## config.mk

```make
export PLATFORM = sky130hd
export DESIGN_NAME = stw_div
export DESIGN_NICKNAME = d
export VERILOG_FILES = /design/src/stw_pkg.sv /design/src/stw_div.sv
export SDC_FILE = /design/constraint.sdc
export NUM_CORES = 2
export LEC_CHECK = 0
export BUFFER_PORTS_ARGS = -buffer_cell sky130_fd_sc_hd__buf_2
export CORE_ASPECT_RATIO = 2
export CORE_MARGIN = 8
export CORE_UTILIZATION = 35
export DETAILED_ROUTE_END_ITERATION = 12
export GPL_TIMING_DRIVEN = 0
export SLEW_MARGIN = 30
export SYNTH_ARGS = -nofsm -noshare
export SYNTH_HDL_FRONTEND = slang
export SYNTH_SLANG_ARGS = --single-unit
```

## constraint.sdc

```tcl
create_clock -name clk -period 5 [get_ports clk]
set_input_delay 1 -clock clk [delete_from_list [all_inputs] [get_ports clk]]
set_output_delay 1 -clock clk [all_outputs]
set_load 0.005 [all_outputs]
```

## src/stw_pkg.sv

```systemverilog
// ----------------------------------------------------------------------------
// stw_pkg
// Shared constants and types of the swing time warp pipeline.
// ----------------------------------------------------------------------------
package stw_pkg;

  localparam int FRAC_BITS = 16;
  localparam logic [16:0] ONE_Q = 17'd65536;
  localparam logic [15:0] STRAIGHT_Q16 = 16'd32768;
  localparam logic [15:0] MAX_Q16 = 16'd49152;

  localparam int DIV_STAGES = 17;
  localparam int DVD_W = 40;
  localparam int DVS_W = 23;

  localparam logic [1:0] OP_FWD = 2'd0;
  localparam logic [1:0] OP_INV = 2'd1;
  localparam logic [1:0] OP_ENV = 2'd2;

  localparam logic CFG_CELL_COUNT = 1'b0;
  localparam logic CFG_SWING_AMOUNT = 1'b1;

  // settled configuration, shared by both lanes
  typedef struct packed {
    logic [6:0]  count;
    logic [15:0] amount;
    logic        on;
  } stw_cfg_t;

  // item data that rides beside the lanes
  typedef struct packed {
    logic [1:0]        op;
    logic [16:0]       x;
    logic [16:0]       y;
    logic signed [1:0] whole;
    logic [15:0]       frac;
    logic              pass_a;
    logic              pass_b;
  } stw_side_t;

endpackage

```

## src/stw_div.sv

```systemverilog
// ----------------------------------------------------------------------------
// stw_div
// Pipelined restoring divider, one quotient bit per stage, 17-bit quotient.
// ----------------------------------------------------------------------------
module stw_div (
  input  logic                                clk,
  input  logic [stw_pkg::DIV_STAGES-1:0]      en,
  input  logic [stw_pkg::DVD_W-1:0]           dividend,
  input  logic [stw_pkg::DVS_W-1:0]           divisor,
  output logic [stw_pkg::DIV_STAGES-1:0]      quotient
);

  localparam int N = stw_pkg::DIV_STAGES;

  logic [stw_pkg::DVD_W-1:0] rem_r [N];
  logic [stw_pkg::DVS_W-1:0] dvs_r [N];
  logic [N-1:0]              quo_r [N];

  for (genvar j = 0; j < N; j++) begin : g_stage
    localparam int SH = N - 1 - j;
    logic [stw_pkg::DVD_W-1:0] rem_p;
    logic [stw_pkg::DVS_W-1:0] dvs_p;
    logic [N-1:0]              quo_p;
    logic [stw_pkg::DVD_W-1:0] d_sh;
    logic                      ge;

    if (j == 0) begin : g_first
      assign rem_p = dividend;
      assign dvs_p = divisor;
      assign quo_p = '0;
    end else begin : g_rest
      assign rem_p = rem_r[j-1];
      assign dvs_p = dvs_r[j-1];
      assign quo_p = quo_r[j-1];
    end

    assign d_sh = stw_pkg::DVD_W'(dvs_p) << SH;
    assign ge   = rem_p >= d_sh;

    always_ff @(posedge clk) begin
      if (en[j]) begin
        rem_r[j] <= ge ? rem_p - d_sh : rem_p;
        dvs_r[j] <= dvs_p;
        quo_r[j] <= {quo_p[N-2:0], ge};
      end
    end
  end

  assign quotient = quo_r[N-1];

endmodule

```

* Word level (Yosys, flattened, before mapping) *
Memories as Yosys holds them, arrays and structs flattened.
Index checks and enable logic that the tools add are counted.

storage, ports and cells
  memories = 3
  RAM bits = 1360
  register bits after elaboration = 0
  bits of input ports = 81
  output and inout port bits = 17
  word-level logic and storage cells = 88

operators by class
  $add $sub $neg = 17
  mux-type cells = 51
  order comparisons = 17

memory list
  memory  depth  bits a word  read ports  clocked after memory_dff  wr ports  RTL line       text
  rem_r   17     40           16          0                         17        stw_div.sv:15  logic [stw_pkg::DVD_W-1:0] rem_r [N];
  dvs_r   17     23           16          0                         17        stw_div.sv:16  logic [stw_pkg::DVS_W-1:0] dvs_r [N];
  quo_r   17     17           17          0                         17        stw_div.sv:17  logic [N-1:0] quo_r [N];

operators by type and width
  operator                                          number
  40-bit 2-to-1 mux                                 17
  40-bit by 23-bit >= comparator with 1-bit output  1
  40-bit by 24-bit >= comparator with 1-bit output  1
  40-bit by 25-bit >= comparator with 1-bit output  1
  40-bit by 26-bit >= comparator with 1-bit output  1
  40-bit by 27-bit >= comparator with 1-bit output  1
  40-bit by 28-bit >= comparator with 1-bit output  1
  40-bit by 29-bit >= comparator with 1-bit output  1
  40-bit by 30-bit >= comparator with 1-bit output  1
  40-bit by 31-bit >= comparator with 1-bit output  1
  40-bit by 32-bit >= comparator with 1-bit output  1
  40-bit by 33-bit >= comparator with 1-bit output  1
  40-bit by 34-bit >= comparator with 1-bit output  1
  40-bit by 35-bit >= comparator with 1-bit output  1
  40-bit by 36-bit >= comparator with 1-bit output  1
  40-bit by 37-bit >= comparator with 1-bit output  1
  40-bit by 38-bit >= comparator with 1-bit output  1
  40-bit by 39-bit >= comparator with 1-bit output  1
  40-bit by 23-bit subtractor with 40-bit output    1
  40-bit by 24-bit subtractor with 40-bit output    1
  40-bit by 25-bit subtractor with 40-bit output    1
  40-bit by 26-bit subtractor with 40-bit output    1
  40-bit by 27-bit subtractor with 40-bit output    1
  40-bit by 28-bit subtractor with 40-bit output    1
  12 further kinds                                  45

* Longest topological paths before layout *
An unclocked memory read counts as a cell.

  depth in word-level cells = 3
  depth in mapped cells = 14
  depth with buffers taken out = 13

* Worst setup path after synthesis *
Ideal clock, no wire load.

  path type = input-to-reg
  from = input dividend[16] (netlist name)
  to = memory rem_r[0][23] (netlist name) (data pin)
  path buffers = 1
  arrival = 3.386 ns
  path slack = 1.354 ns
  cell stages on the path = 13
  data required time = 4.740 ns
  setup time = 0.260 ns
  cell sequence = inv_1 ha_1 fa_1 nor2b_1 o21a_1 o21ai_0 nand2_1 a31oi_1 o211ai_1 nand2_1 inv_2 buf_1 mux2_2

RTL lines
  item             RTL line       text
  start, declared  stw_div.sv:8   input logic [stw_pkg::DVD_W-1:0] dividend,
  end, declared    stw_div.sv:15

==> impl_metrics.ini <==
[sta]
timing.fmax_ghz = 0.215
fin_crit_sh_pct = 93.2
relSlewSlack_pct = 31.3
finalMaxSlewViolations = 0
finClkSkew_ps = 86.1
whs_ps = 381
rsz0062_at_grt = false
finalSetupViolCount = 0
worst_pin_slew_ps = 1020
hold_viol = 0
fin_ws_ps = 340
min_period_ps = 4660

[placement]
place_area_um2 = 66600
post-place-ws_ps = 167
dpl.cell_count = 7967
gp_congestion = 0.895
port_buffers = 97
hpwlAfterDp_mm = 115

[die]
initial_core_util_pct = 35.1
rows = 220
core_area_um2 = 179000
die_y_um = 615
dieArea_um2 = 194000
pin_count = 98
die_w_um = 315

[finish]
nNetsFinal = 6237
final_area_um2 = 70300
drive_gt1_share_pct = 7.05
final_cell_mix = 1161 x edfxtp_1, 521 x inv_1, 418 x a21oi_1
nFillCells = 17300
fin_cells = 8175
area_growth_pct = 12.1
final_common_cell = edfxtp_1

[power_and_ir_drop]
power.leakage_nw = 27.2
power_density_nw_per_um2 = 546
ir_worst_vdd_uv = 340
p_total_mw = 38.4

[global_route]
grt_use_total_pct = 15.1
first_global_vias = 41200
antenna_found_initial = 2
grt_start_max_net_pins = 69
grt_pass1_wl_mm = 234
globalRouteOverflowTotal = 0

[worst_setup_path]
critPathCaptureType = register
worst-path-max-fanout = 6
critPathRequiredTime_ps = 5490
reg2regPathDepth = 13
startpoint_type = register
critPathKind = reg -> reg
worstPathArrival_ps = 5150

[clock_tree]
h-tree-depth = 3
clk_latency_ps = 750
cts_made_buffers = 111
clock-sinks = 1161
cts_root_buffer = clkbuf_16
cts_tree = yes
clockBufferDepth = 3
path_clk_slew_ps = 70

[routing]
drtAntennaViolNets = 0
route.detailed.wl_per_inst_um = 18.3
via_count = 42700
drt-met1-wl_mm = 68.8
first_pass_iters = 5
wl_met2_mm = 70.2
met3WireLength_mm = 7.66
post-route-drc-count = 0
vias_per_cell = 5.23
drt-initial-drc-count = 3769
finalWirelength_mm = 150
top_layer = met5

[synthesis]
synth-seq-cells = 1161
synth_area_um2 = 62800
avgSynthCellArea_um2 = 11.4
seq_area_frac_synth_pct = 55.6
synthFlopType = edfxtp_1
synthesis.nets = 6014
yosysWarnings = 0
post_synth_num_cell_types = 81
synth-async-reset-ratio_pct = 0
syn_inst = 5526
synth_edf_count = 1161

[min_path]
hold_path.class = reg -> reg
min_path_cells = 0

[run]
maxCapViolations = 0

[run_status]
outcome = finished, final reports clean
[Yosys cell counts, drive strengths merged, types with 21 or more instances]
cell type	number	share of area (%)
edfxtp	1161	56
inv	523	3.1
a21oi	420	3.3
ha	391	7.8
nand2	380	2.3
o21ai	369	2.9
nor2	361	2.2
xnor2	208	2.9
xor2	199	2.8
a21o	190	2.3
clkbuf	103	0.62
nor3	87	0.69
nand3	83	0.66
nor4	80	0.80
mux2	76	1.4
nor2b	70	0.70
nand2b	68	0.68
nand4	64	0.64
a211oi	54	0.67
o21a	47	0.56
a31oi	44	0.44
or3	44	0.45
o21bai	42	0.50
and3	39	0.39
o211ai	38	0.45
o31ai	31	0.37
or4	27	0.32
or2	25	0.25
a21boi	21	0.25
and2	21	0.21
[state kept, by name, summed over array words and instances, names as in the netlist]
signal  flops
quo_r     153
dvs_r     368
rem_r     640
[critical path: stages (launching register included)]
cell and delay (ps):
edfxtp_1 430, inv_1 80, ha_1 170, inv_1 60, fa_1 390, a21oi_1 250, o21ai_0 150, a2111oi_0 810
o31ai_1 230, a211oi_1 430, o31ai_1 220, a211oi_1 730, nor4bb_1 120, or3_1 390
[timing repair]
action | in CTS | in global routing
hold endpoints to repair | 0 | 0
setup buffers | 0 | 0
endpoints found under the setup margin | 0 | 35
hold buffers | 0 | 0
resized for setup | 0 | 12
[path summary, 6_finish.rpt]
path              slack [ps]       endpoint          start
hold / removal           380  quo_r[0][157]  quo_r[0][139]
setup reg to reg         340  rem_r[0][311]  rem_r[0][249]
hold reg to reg          380  quo_r[0][157]  quo_r[0][139]
setup / recovery         340  rem_r[0][311]  rem_r[0][249]
[cells by family after synthesis]
logic type	synth area share, %
flip-flops	55.6
adder cells (fa/ha/maj)	8.31
XOR/XNOR	5.68
buffers and inverters	3.91
AO/OA/AOI/OAI	13.8
AND/OR/NAND/NOR	11.3
multiplexers	1.44
[per-layer routing]
metal  vias up  GRT usage (%)
met5         -              0
met4         2           3.72
met3       186           1.98
met2      1027           24.9
met1     20700           21.0
li1      20900              -
[stage by stage]
stage,setup TNS (ps),utilization [%]
global placement,-1380,37.0
global route,0,39.3
finish,0,39.3
CTS,0,39.3
floorplan,0,-
detailed placement,0,37.2
[cell type report]
type                    count  area (µm²)  share of cell area (%)
multi-input cells        3720       25500                    36.3
repair buffers            110         878                    1.25
well taps                2331        2920                    4.15
diodes                      1        2.50                 0.00356
flip-flops and latches   1161       34900                    49.6
clock inverters            71         838                    1.19
inverters                 523        1960                    2.79
clock buffers             136        2870                    4.08
plain buffers             122         495                   0.704
[report_power, final]
part	leakage (nW)	switching, mW	internal, mW
Clock	1.77	3.84	4.79
Sequential	11.2	1.42	13.8
Combinational	14.2	8.37	6.18
Total	27.2	13.6	24.7
Note: power is estimated with default switching activity, not from simulation.
