**config.mk**
```make
export PLATFORM = sky130hd
export DESIGN_NAME = stw_prep
export DESIGN_NICKNAME = d
export VERILOG_FILES = /design/src/stw_pkg.sv /design/src/stw_prep.sv
export SDC_FILE = /design/constraint.sdc
export NUM_CORES = 2
export LEC_CHECK = 0
export BUFFER_PORTS_ARGS = -buffer_cell sky130_fd_sc_hd__buf_2
export CORE_MARGIN = 2
export CORE_UTILIZATION = 35
export CTS_CLUSTER_SIZE = 14
export DETAILED_ROUTE_END_ITERATION = 7
export GPL_TIMING_DRIVEN = 0
export HOLD_SLACK_MARGIN = 0.12
export PLACE_DENSITY_LB_ADDON = 0.12
export SLEW_MARGIN = 20
export SYNTH_ARGS = -nofsm -noshare
export SYNTH_HDL_FRONTEND = slang
export SYNTH_SLANG_ARGS = --single-unit
```
**constraint.sdc**
```tcl
create_clock -name clk -period 11.88 [get_ports clk]
set_input_delay 1.782 -clock clk [delete_from_list [all_inputs] [get_ports clk]]
set_output_delay 1.782 -clock clk [all_outputs]
set_load 0.02 [all_outputs]
```
**src/stw_pkg.sv**
```systemverilog
// ----------------------------------------------------------------------------
// stw_pkg
// Shared constants and types of the swing time warp pipeline.
// ----------------------------------------------------------------------------
package stw_pkg;

  localparam int FRAC_BITS = 16;
  localparam logic [16:0] ONE_Q = 17'd65536;
  localparam logic [15:0] STRAIGHT_Q16 = 16'd32768;
  localparam logic [15:0] MAX_Q16 = 16'd49152;

  localparam int DIV_STAGES = 17;
  localparam int DVD_W = 40;
  localparam int DVS_W = 23;

  localparam logic [1:0] OP_FWD = 2'd0;
  localparam logic [1:0] OP_INV = 2'd1;
  localparam logic [1:0] OP_ENV = 2'd2;

  localparam logic CFG_CELL_COUNT = 1'b0;
  localparam logic CFG_SWING_AMOUNT = 1'b1;

  // settled configuration, shared by both lanes
  typedef struct packed {
    logic [6:0]  count;
    logic [15:0] amount;
    logic        on;
  } stw_cfg_t;

  // item data that rides beside the lanes
  typedef struct packed {
    logic [1:0]        op;
    logic [16:0]       x;
    logic [16:0]       y;
    logic signed [1:0] whole;
    logic [15:0]       frac;
    logic              pass_a;
    logic              pass_b;
  } stw_side_t;

endpackage

```
**src/stw_prep.sv**
```systemverilog
// ----------------------------------------------------------------------------
// stw_prep
// Two-stage front end of one lane: pair index, in-pair remainder, bypass
// test, then dividend and divisor of the forward or inverse map.
// ----------------------------------------------------------------------------
module stw_prep (
  input  logic                       clk,
  input  logic [1:0]                 en,
  input  logic                       inv,
  input  logic [16:0]                u,
  input  stw_pkg::stw_cfg_t          cfg,
  output logic [stw_pkg::DVD_W-1:0]  dividend,
  output logic [stw_pkg::DVS_W-1:0]  divisor,
  output logic                       pass
);

  logic [23:0] prod_uc;
  logic [6:0]  k_c;
  logic [8:0]  pair_end;
  logic        pass_c;

  logic [6:0]  k;
  logic [16:0] rem;
  logic        inv1;
  logic        pass1;

  logic [16:0] b;
  logic        lo_f;
  logic [15:0] mf_op;
  logic [15:0] mf_k;
  logic [31:0] mf_prod;
  logic [32:0] num_f;
  logic        lo_i;
  logic [15:0] s;
  logic [22:0] sk;
  logic [22:0] sc;
  logic [18:0] tail_i;
  logic [24:0] num_i;
  logic [39:0] dvd_next;
  logic [22:0] dvs_next;

  always_comb begin
    prod_uc  = 24'(u) * 24'(cfg.count);
    k_c      = prod_uc[23:17];
    pair_end = {1'b0, k_c, 1'b0} + 9'd2;
    pass_c   = !cfg.on || (u == 17'd0) || (u >= stw_pkg::ONE_Q)
               || (pair_end > 9'(cfg.count));
  end

  always_ff @(posedge clk) begin
    if (en[0]) begin
      k     <= k_c;
      rem   <= prod_uc[16:0];
      inv1  <= inv;
      pass1 <= pass_c;
    end
  end

  always_comb begin
    b       = stw_pkg::ONE_Q - 17'(cfg.amount);
    // forward
    lo_f    = rem < stw_pkg::ONE_Q;
    mf_op   = lo_f ? rem[15:0] : 16'(rem - stw_pkg::ONE_Q);
    mf_k    = lo_f ? cfg.amount : b[15:0];
    mf_prod = 32'(mf_op) * 32'(mf_k);
    num_f   = 33'(mf_prod) + (lo_f ? 33'd0 : {1'b0, cfg.amount, 16'd0});
    // inverse
    lo_i    = 18'(rem) < {1'b0, cfg.amount, 1'b0};
    s       = lo_i ? cfg.amount : b[15:0];
    sk      = 23'(s) * 23'(k);
    sc      = 23'(s) * 23'(cfg.count);
    tail_i  = lo_i ? 19'(rem)
                   : 19'(rem) + {1'b0, b, 1'b0} - {2'b0, cfg.amount, 1'b0};
    num_i   = {sk[22:0], 2'b0} + 25'(tail_i);
    if (inv1) begin
      dvd_next = {num_i, 15'd0};
      dvs_next = sc;
    end else begin
      dvd_next = {1'b0, k, 32'd0} + 40'(num_f);
      dvs_next = {1'b0, cfg.count, 15'd0};
    end
  end

  always_ff @(posedge clk) begin
    if (en[1]) begin
      dividend <= dvd_next;
      divisor  <= dvs_next;
      pass     <= pass1;
    end
  end

endmodule

```
======== Word level (Yosys, flattened, before mapping) ========
Index checks and enable logic that the tools add are counted.
W data, S select, Z words.
operators by class
  $add $sub $neg .......................... 8
  muxes and demuxes ....................... 7
  multipliers ............................. 4
  $lt $le $gt $ge ......................... 4
  reduce and logical (&&, ||, !) cells .... 5
operators with widths
  operator                  count
  $mux W16                  3
  $mul A16 B7 Y23           2
  $add A39 B33 Y40          1
  $mux W40                  1
  $add A32 B32 Y33          1
  $mul A16 B16 Y32          1
  $mux W32                  1
  $add A25 B19 Y25          1
  $mul A17 B7 Y24           1
  $mux W22                  1
  $add A17 B18 Y19          1
  $mux W19                  1
  $sub A19 B17 Y19          1
  $ge A17 B17 Y1 const B    1
  $logic_not A17 Y1         1
  $lt A17 B17 Y1            1
  $lt A17 B17 Y1 const B    1
  $sub A17 B16 Y17 const A  1
  $sub A16 B1 Y16 const B   1
  $add A8 B2 Y9 const B     1
  $gt A9 B7 Y1              1
  $logic_or A1 B1 Y1        3
  $logic_not A1 Y1          1
storage, ports and cells
  input bits .............................. 45
  output and inout port bits .............. 64
  flip-flop bits (word level) ............. 90
  logic and storage cells ................. 37

======== Longest topological paths before layout ========
  word-level depth ........................ 6
  mapped depth ............................ 38
  gate-level depth less buffers ........... 37

======== Worst setup path after synthesis ========
Ideal clock, no wire load.
  kind .................................... input -> register
  start point ............................. input port cfg[3] in the netlist's numbering
  end point ............................... register dividend[36] in the netlist's numbering, data pin
  required time ........................... 11.608 ns
  setup time .............................. 0.272 ns
  cell stages on the path ................. 36
  path buffers ............................ 5
  data arrival time ....................... 9.729 ns
  setup slack ............................. 1.879 ns
  cell sequence ........................... inv_2 nand3_4 or3_1 buf_2 or3_1 buf_2 or3_1 buf_2 or3_1 buf_2 or3_1 buf_6 nand2_4 xnor2_4 nand2_1 fa_1 fa_1 inv_1 fa_1 inv_1 fa_1 fa_1 inv_1 fa_1 ha_1 and4_1 a41o_1 a221oi_1 nand2b_1 nand3_1 a31oi_1 o221ai_1 a31oi_1 nor2b_1 xnor2_1 mux2i_1
between the ends
  longest elaborated chain between the ends .. 6
  elaborated cells between the ends (all ways) .. 14
  classes of those cells .................. add/sub (6); mul (2); order compare (1); mux (5)
ends and longest elaborated chain
  item                                                  RTL line                        source
  start: declaration                                    stw_prep.sv:11                  input stw_pkg::stw_cfg_t cfg,
  $sub A17 B16 Y17                                      stw_prep.sv:60                  b = stw_pkg::ONE_Q - 17'(cfg.amount);
  $mux W16 or $add A17 B18 Y19 (tied branches)          stw_prep.sv:64, stw_prep.sv:73
  $mul A16 B16 Y32 or $sub A19 B17 Y19 (tied branches)  stw_prep.sv:65, stw_prep.sv:73
  $add A32 B32 Y33 or $mux W19 (tied branches)          stw_prep.sv:66, stw_prep.sv:72
  $add A39 B33 Y40 or $add A25 B19 Y25 (tied branches)  stw_prep.sv:79, stw_prep.sv:74
  $mux W40 (*)                                          stw_prep.sv:75                  if (inv1) begin
  via dvd_next[36]                                      stw_prep.sv:39                  logic [39:0] dvd_next;
  end signal: assignment                                stw_prep.sv:86                  dividend <= dvd_next;
  end: declaration                                      stw_prep.sv:12                  output logic [stw_pkg::DVD_W-1:0] dividend,
Mark *: on every way through the listed nets, which the timed path passes. The rest lies on a longest branch.
A chain may end at the register's enable or synchronous reset.

======== Final worst setup path ========
  start point ............................. input port cfg[2] in the netlist's numbering
  end point ............................... register dividend[39] in the netlist's numbering, data pin
Same word-level chain as after synthesis.

==> results.txt <==
number of max-cap violations = 0
hold path start = pass1$_DFFE_PP_
Starting Density = 35.5%
period utilization = 95.4%
asr flop ratio synth = 0%
routability cong. = 0.888
fill count = 7,504
relative slew slack = 26.6%
Worst path slowest cell = o41ai_1
Synth Flop Type = edfxtp_1
Syn Inst Count = 2,961
CP peak stage delay = 0.81 ns
endpoints failing setup = 0
Critical Path RT = 12.03 ns
initial antenna violation count = 1
CP startpoint = cfg[2]
count of different cell masters after synthesis = 70
Final Hold Viols = 0
CTS max path bufs = 2
row cnt = 99
RSZ-0062 raised after global routing = false
Crit. End Element = register
Crit Path Max Fanout = 10
multi-input logic area = 0.0208 sq mm
antenna viol nets, final = 0
Layout Cells excl Fill = 4,036
status = finished, final reports clean
Worst Hold Margin = 0.446 ns
minimum clock period = 11.33 ns
Final #Nets = 3,842
GR Overflow Total = 0
clock slew at reported path FFs = 0.09 ns
total CTS buffers = 9
hold path cells = 0
WL final = 80.7 mm
clock root buffer = clkbuf_16
Worst Tran Pin Value = 1.10 ns
# port buffers = 96
synthesis-stage register bit count = 90
synth top area cells = fa_1, ha_1, edfxtp_1
CTS tree = built
DRT Pass-1 Iters = 5
largest net degree at the start of global routing = 35
core area = 0.0732 sq mm
Seq/Total Area, Yosys = 10.4%
worst-skew pair later-pin latency = 0.41 ns
min-delay worst type = reg2reg
Reg-to-Reg Start = rem[2]$_DFFE_PP_
share of layout cells above drive strength 1 = 5.30%
pins over their slew limit = 0
biggest area consumer among synthesized cells = fa_1
H-tree depth = 3
R2R setup slack = 1.51 ns
WL per Instance = 20.0 microns
Sink Count = 90
vias in the first global route = 22,000
syn nets = 3,731
number of flops mapped to enable cells by yosys = 90
Die ar. = 0.0764 sq mm
crit path DAT = 11.49 ns
die width = 276 microns
Fin Setup TNS = 0 ns
hold buffer count at CTS = 0
WS Path Type = in2reg
fin util = 38.3%
first-pass GRT wire length = 127 mm
residual DRC count = 0
CP startpoint kind = input port
RR Endpoint = dividend[39]$_DFFE_PP_
antenna cells = 0
Post-Syn Area = 0.0260 sq mm
area delta synth->final = 7.91%
Die H = 276 microns
Vias/cell = 5.01
post-placement cell count = 4,017
post-synth top area share = 32.6%
via count = 20,200
critical path's most frequent cell = a21o_1
Clock Skew = 0.0205 ns
Yosys Warn Count = 0
syn_area_per_cell = 8.77 sq um
register area = 0.00270 sq mm
cells on worst reg2reg path = 33
DRT iter0 DRCs = 1,001
placed wire-length estimate = 67.5 mm
critical path endpoint = dividend[39]$_DFFE_PP_
GRT Overall Usage = 21.6%
io pins = 109
Fmax achieved = 0.0882 GHz
metal layers:
| layer | part of all wire (%) | track usage [%] | vias to the layer above |
|---|---|---|---|
| met5 | 0 | 0 | - |
| met4 | 3.4 | 7.33 | 0 |
| met3 | 3.1 | 1.96 | 105 |
| met2 | 49 | 38.4 | 374 |
| met1 | 45 | 27.3 | 10200 |
| li1 | - | - | 9523 |
worst min-delay path by stage:
| stage | slack (ns) | endpoint |
|---|---|---|
| after detailed placement | 0.42 | pass$_DFFE_PP_ |
| after floorplan | 0.40 | pass$_DFFE_PP_ |
| after global placement | 0.41 | pass$_DFFE_PP_ |
| final | 0.45 | pass$_DFFE_PP_ |
| after CTS | 0.45 | pass$_DFFE_PP_ |
| after global routing | 0.47 | pass$_DFFE_PP_ |
synthesized netlist by cell type (5+ instances only):
| library cell | count |
|---|---|
| fa_1 | 423 |
| edfxtp_1 | 90 |
| mux2_2 | 9 |
| nor2b_1 | 70 |
| o31ai_1 | 10 |
| a211oi_1 | 15 |
| nor3_1 | 27 |
| and3_1 | 10 |
| a211o_1 | 5 |
| ha_1 | 302 |
| clkbuf_1 | 109 |
| xnor2_1 | 118 |
| buf_2 | 6 |
| nand3b_1 | 5 |
| o21a_1 | 18 |
| nand2_2 | 10 |
| buf_1 | 16 |
| nor4_1 | 9 |
| mux2i_1 | 10 |
| or3_1 | 16 |
| nor2_1 | 98 |
| nand3_1 | 24 |
| a21o_1 | 48 |
| inv_1 | 507 |
| a31oi_1 | 13 |
| o21bai_1 | 11 |
| and2_1 | 225 |
| nand2b_1 | 29 |
| o21ai_0 | 90 |
| xor2_1 | 35 |
| a21boi_0 | 5 |
| nand2_1 | 421 |
| nand4_1 | 9 |
| a21oi_1 | 109 |
registers in the layout, indices dropped and copies added, names as in the netlist:
name / flops
dividend: 40
divisor: 23
rem: 17
k: 7
inv1: 1
pass: 1
pass1: 1
cell families after synthesis:
logic type               Yosys count  synth area share [%]
adder cells (fa/ha/maj)          725                  47.2
AO/OA/AOI/OAI                    356                  8.51
XOR/XNOR                         155                  5.33
flip-flops                        90                  10.4
multiplexers                      19                 0.776
AND/OR/NAND/NOR                  972                  18.4
buffers and inverters            644                  9.40
per-stage QoR:
step	setup slack, ns	area, sq um
finish	0.548	28000
global route	0.0255	28000
CTS	0.106	28000
detailed placement	-0.325	27700
global placement	-0.237	27600
floorplan	1.88	26000
timing repair:
| item | CTS | global route |
|---|---|---|
| buffers inserted | 0 | 2 |
| setup endpoints to repair | 0 | 7 |
| resized for setup | 0 | 5 |
critical path: cells and delay by family:
kind | cells | cell delay, ns
compound gates | 16 | 4.40
simple gates | 3 | 0.41
fa+ha+maj | 7 | 3.07
buf+inv | 7 | 1.28
xor+xnor | 2 | 0.50
cell type report:
class                           count  share of cell area (%)
Multi-Input combinational cell   2227                    74.4
Sequential cell                    90                    9.65
Inverter                          511                    6.85
Tap cell                          959                    4.28
Timing Repair Buffer              100                    1.89
Buffer                            133                    1.88
Clock buffer                        9                   0.804
Clock inverter                      7                   0.290
cell usage in the layout, fill, tap and decap left out, types with 98 or more instances in the layout:
master / count
clkbuf_1: 106
nand2_1: 421
fa_1: 423
buf_2: 101
xnor2_1: 118
ha_1: 302
and2_1: 225
inv_1: 507
nor2_1: 98
a21oi_1: 108
Power is not shown: default switching activity piles up to over one toggle a cycle in this logic, so the estimate is an artifact.
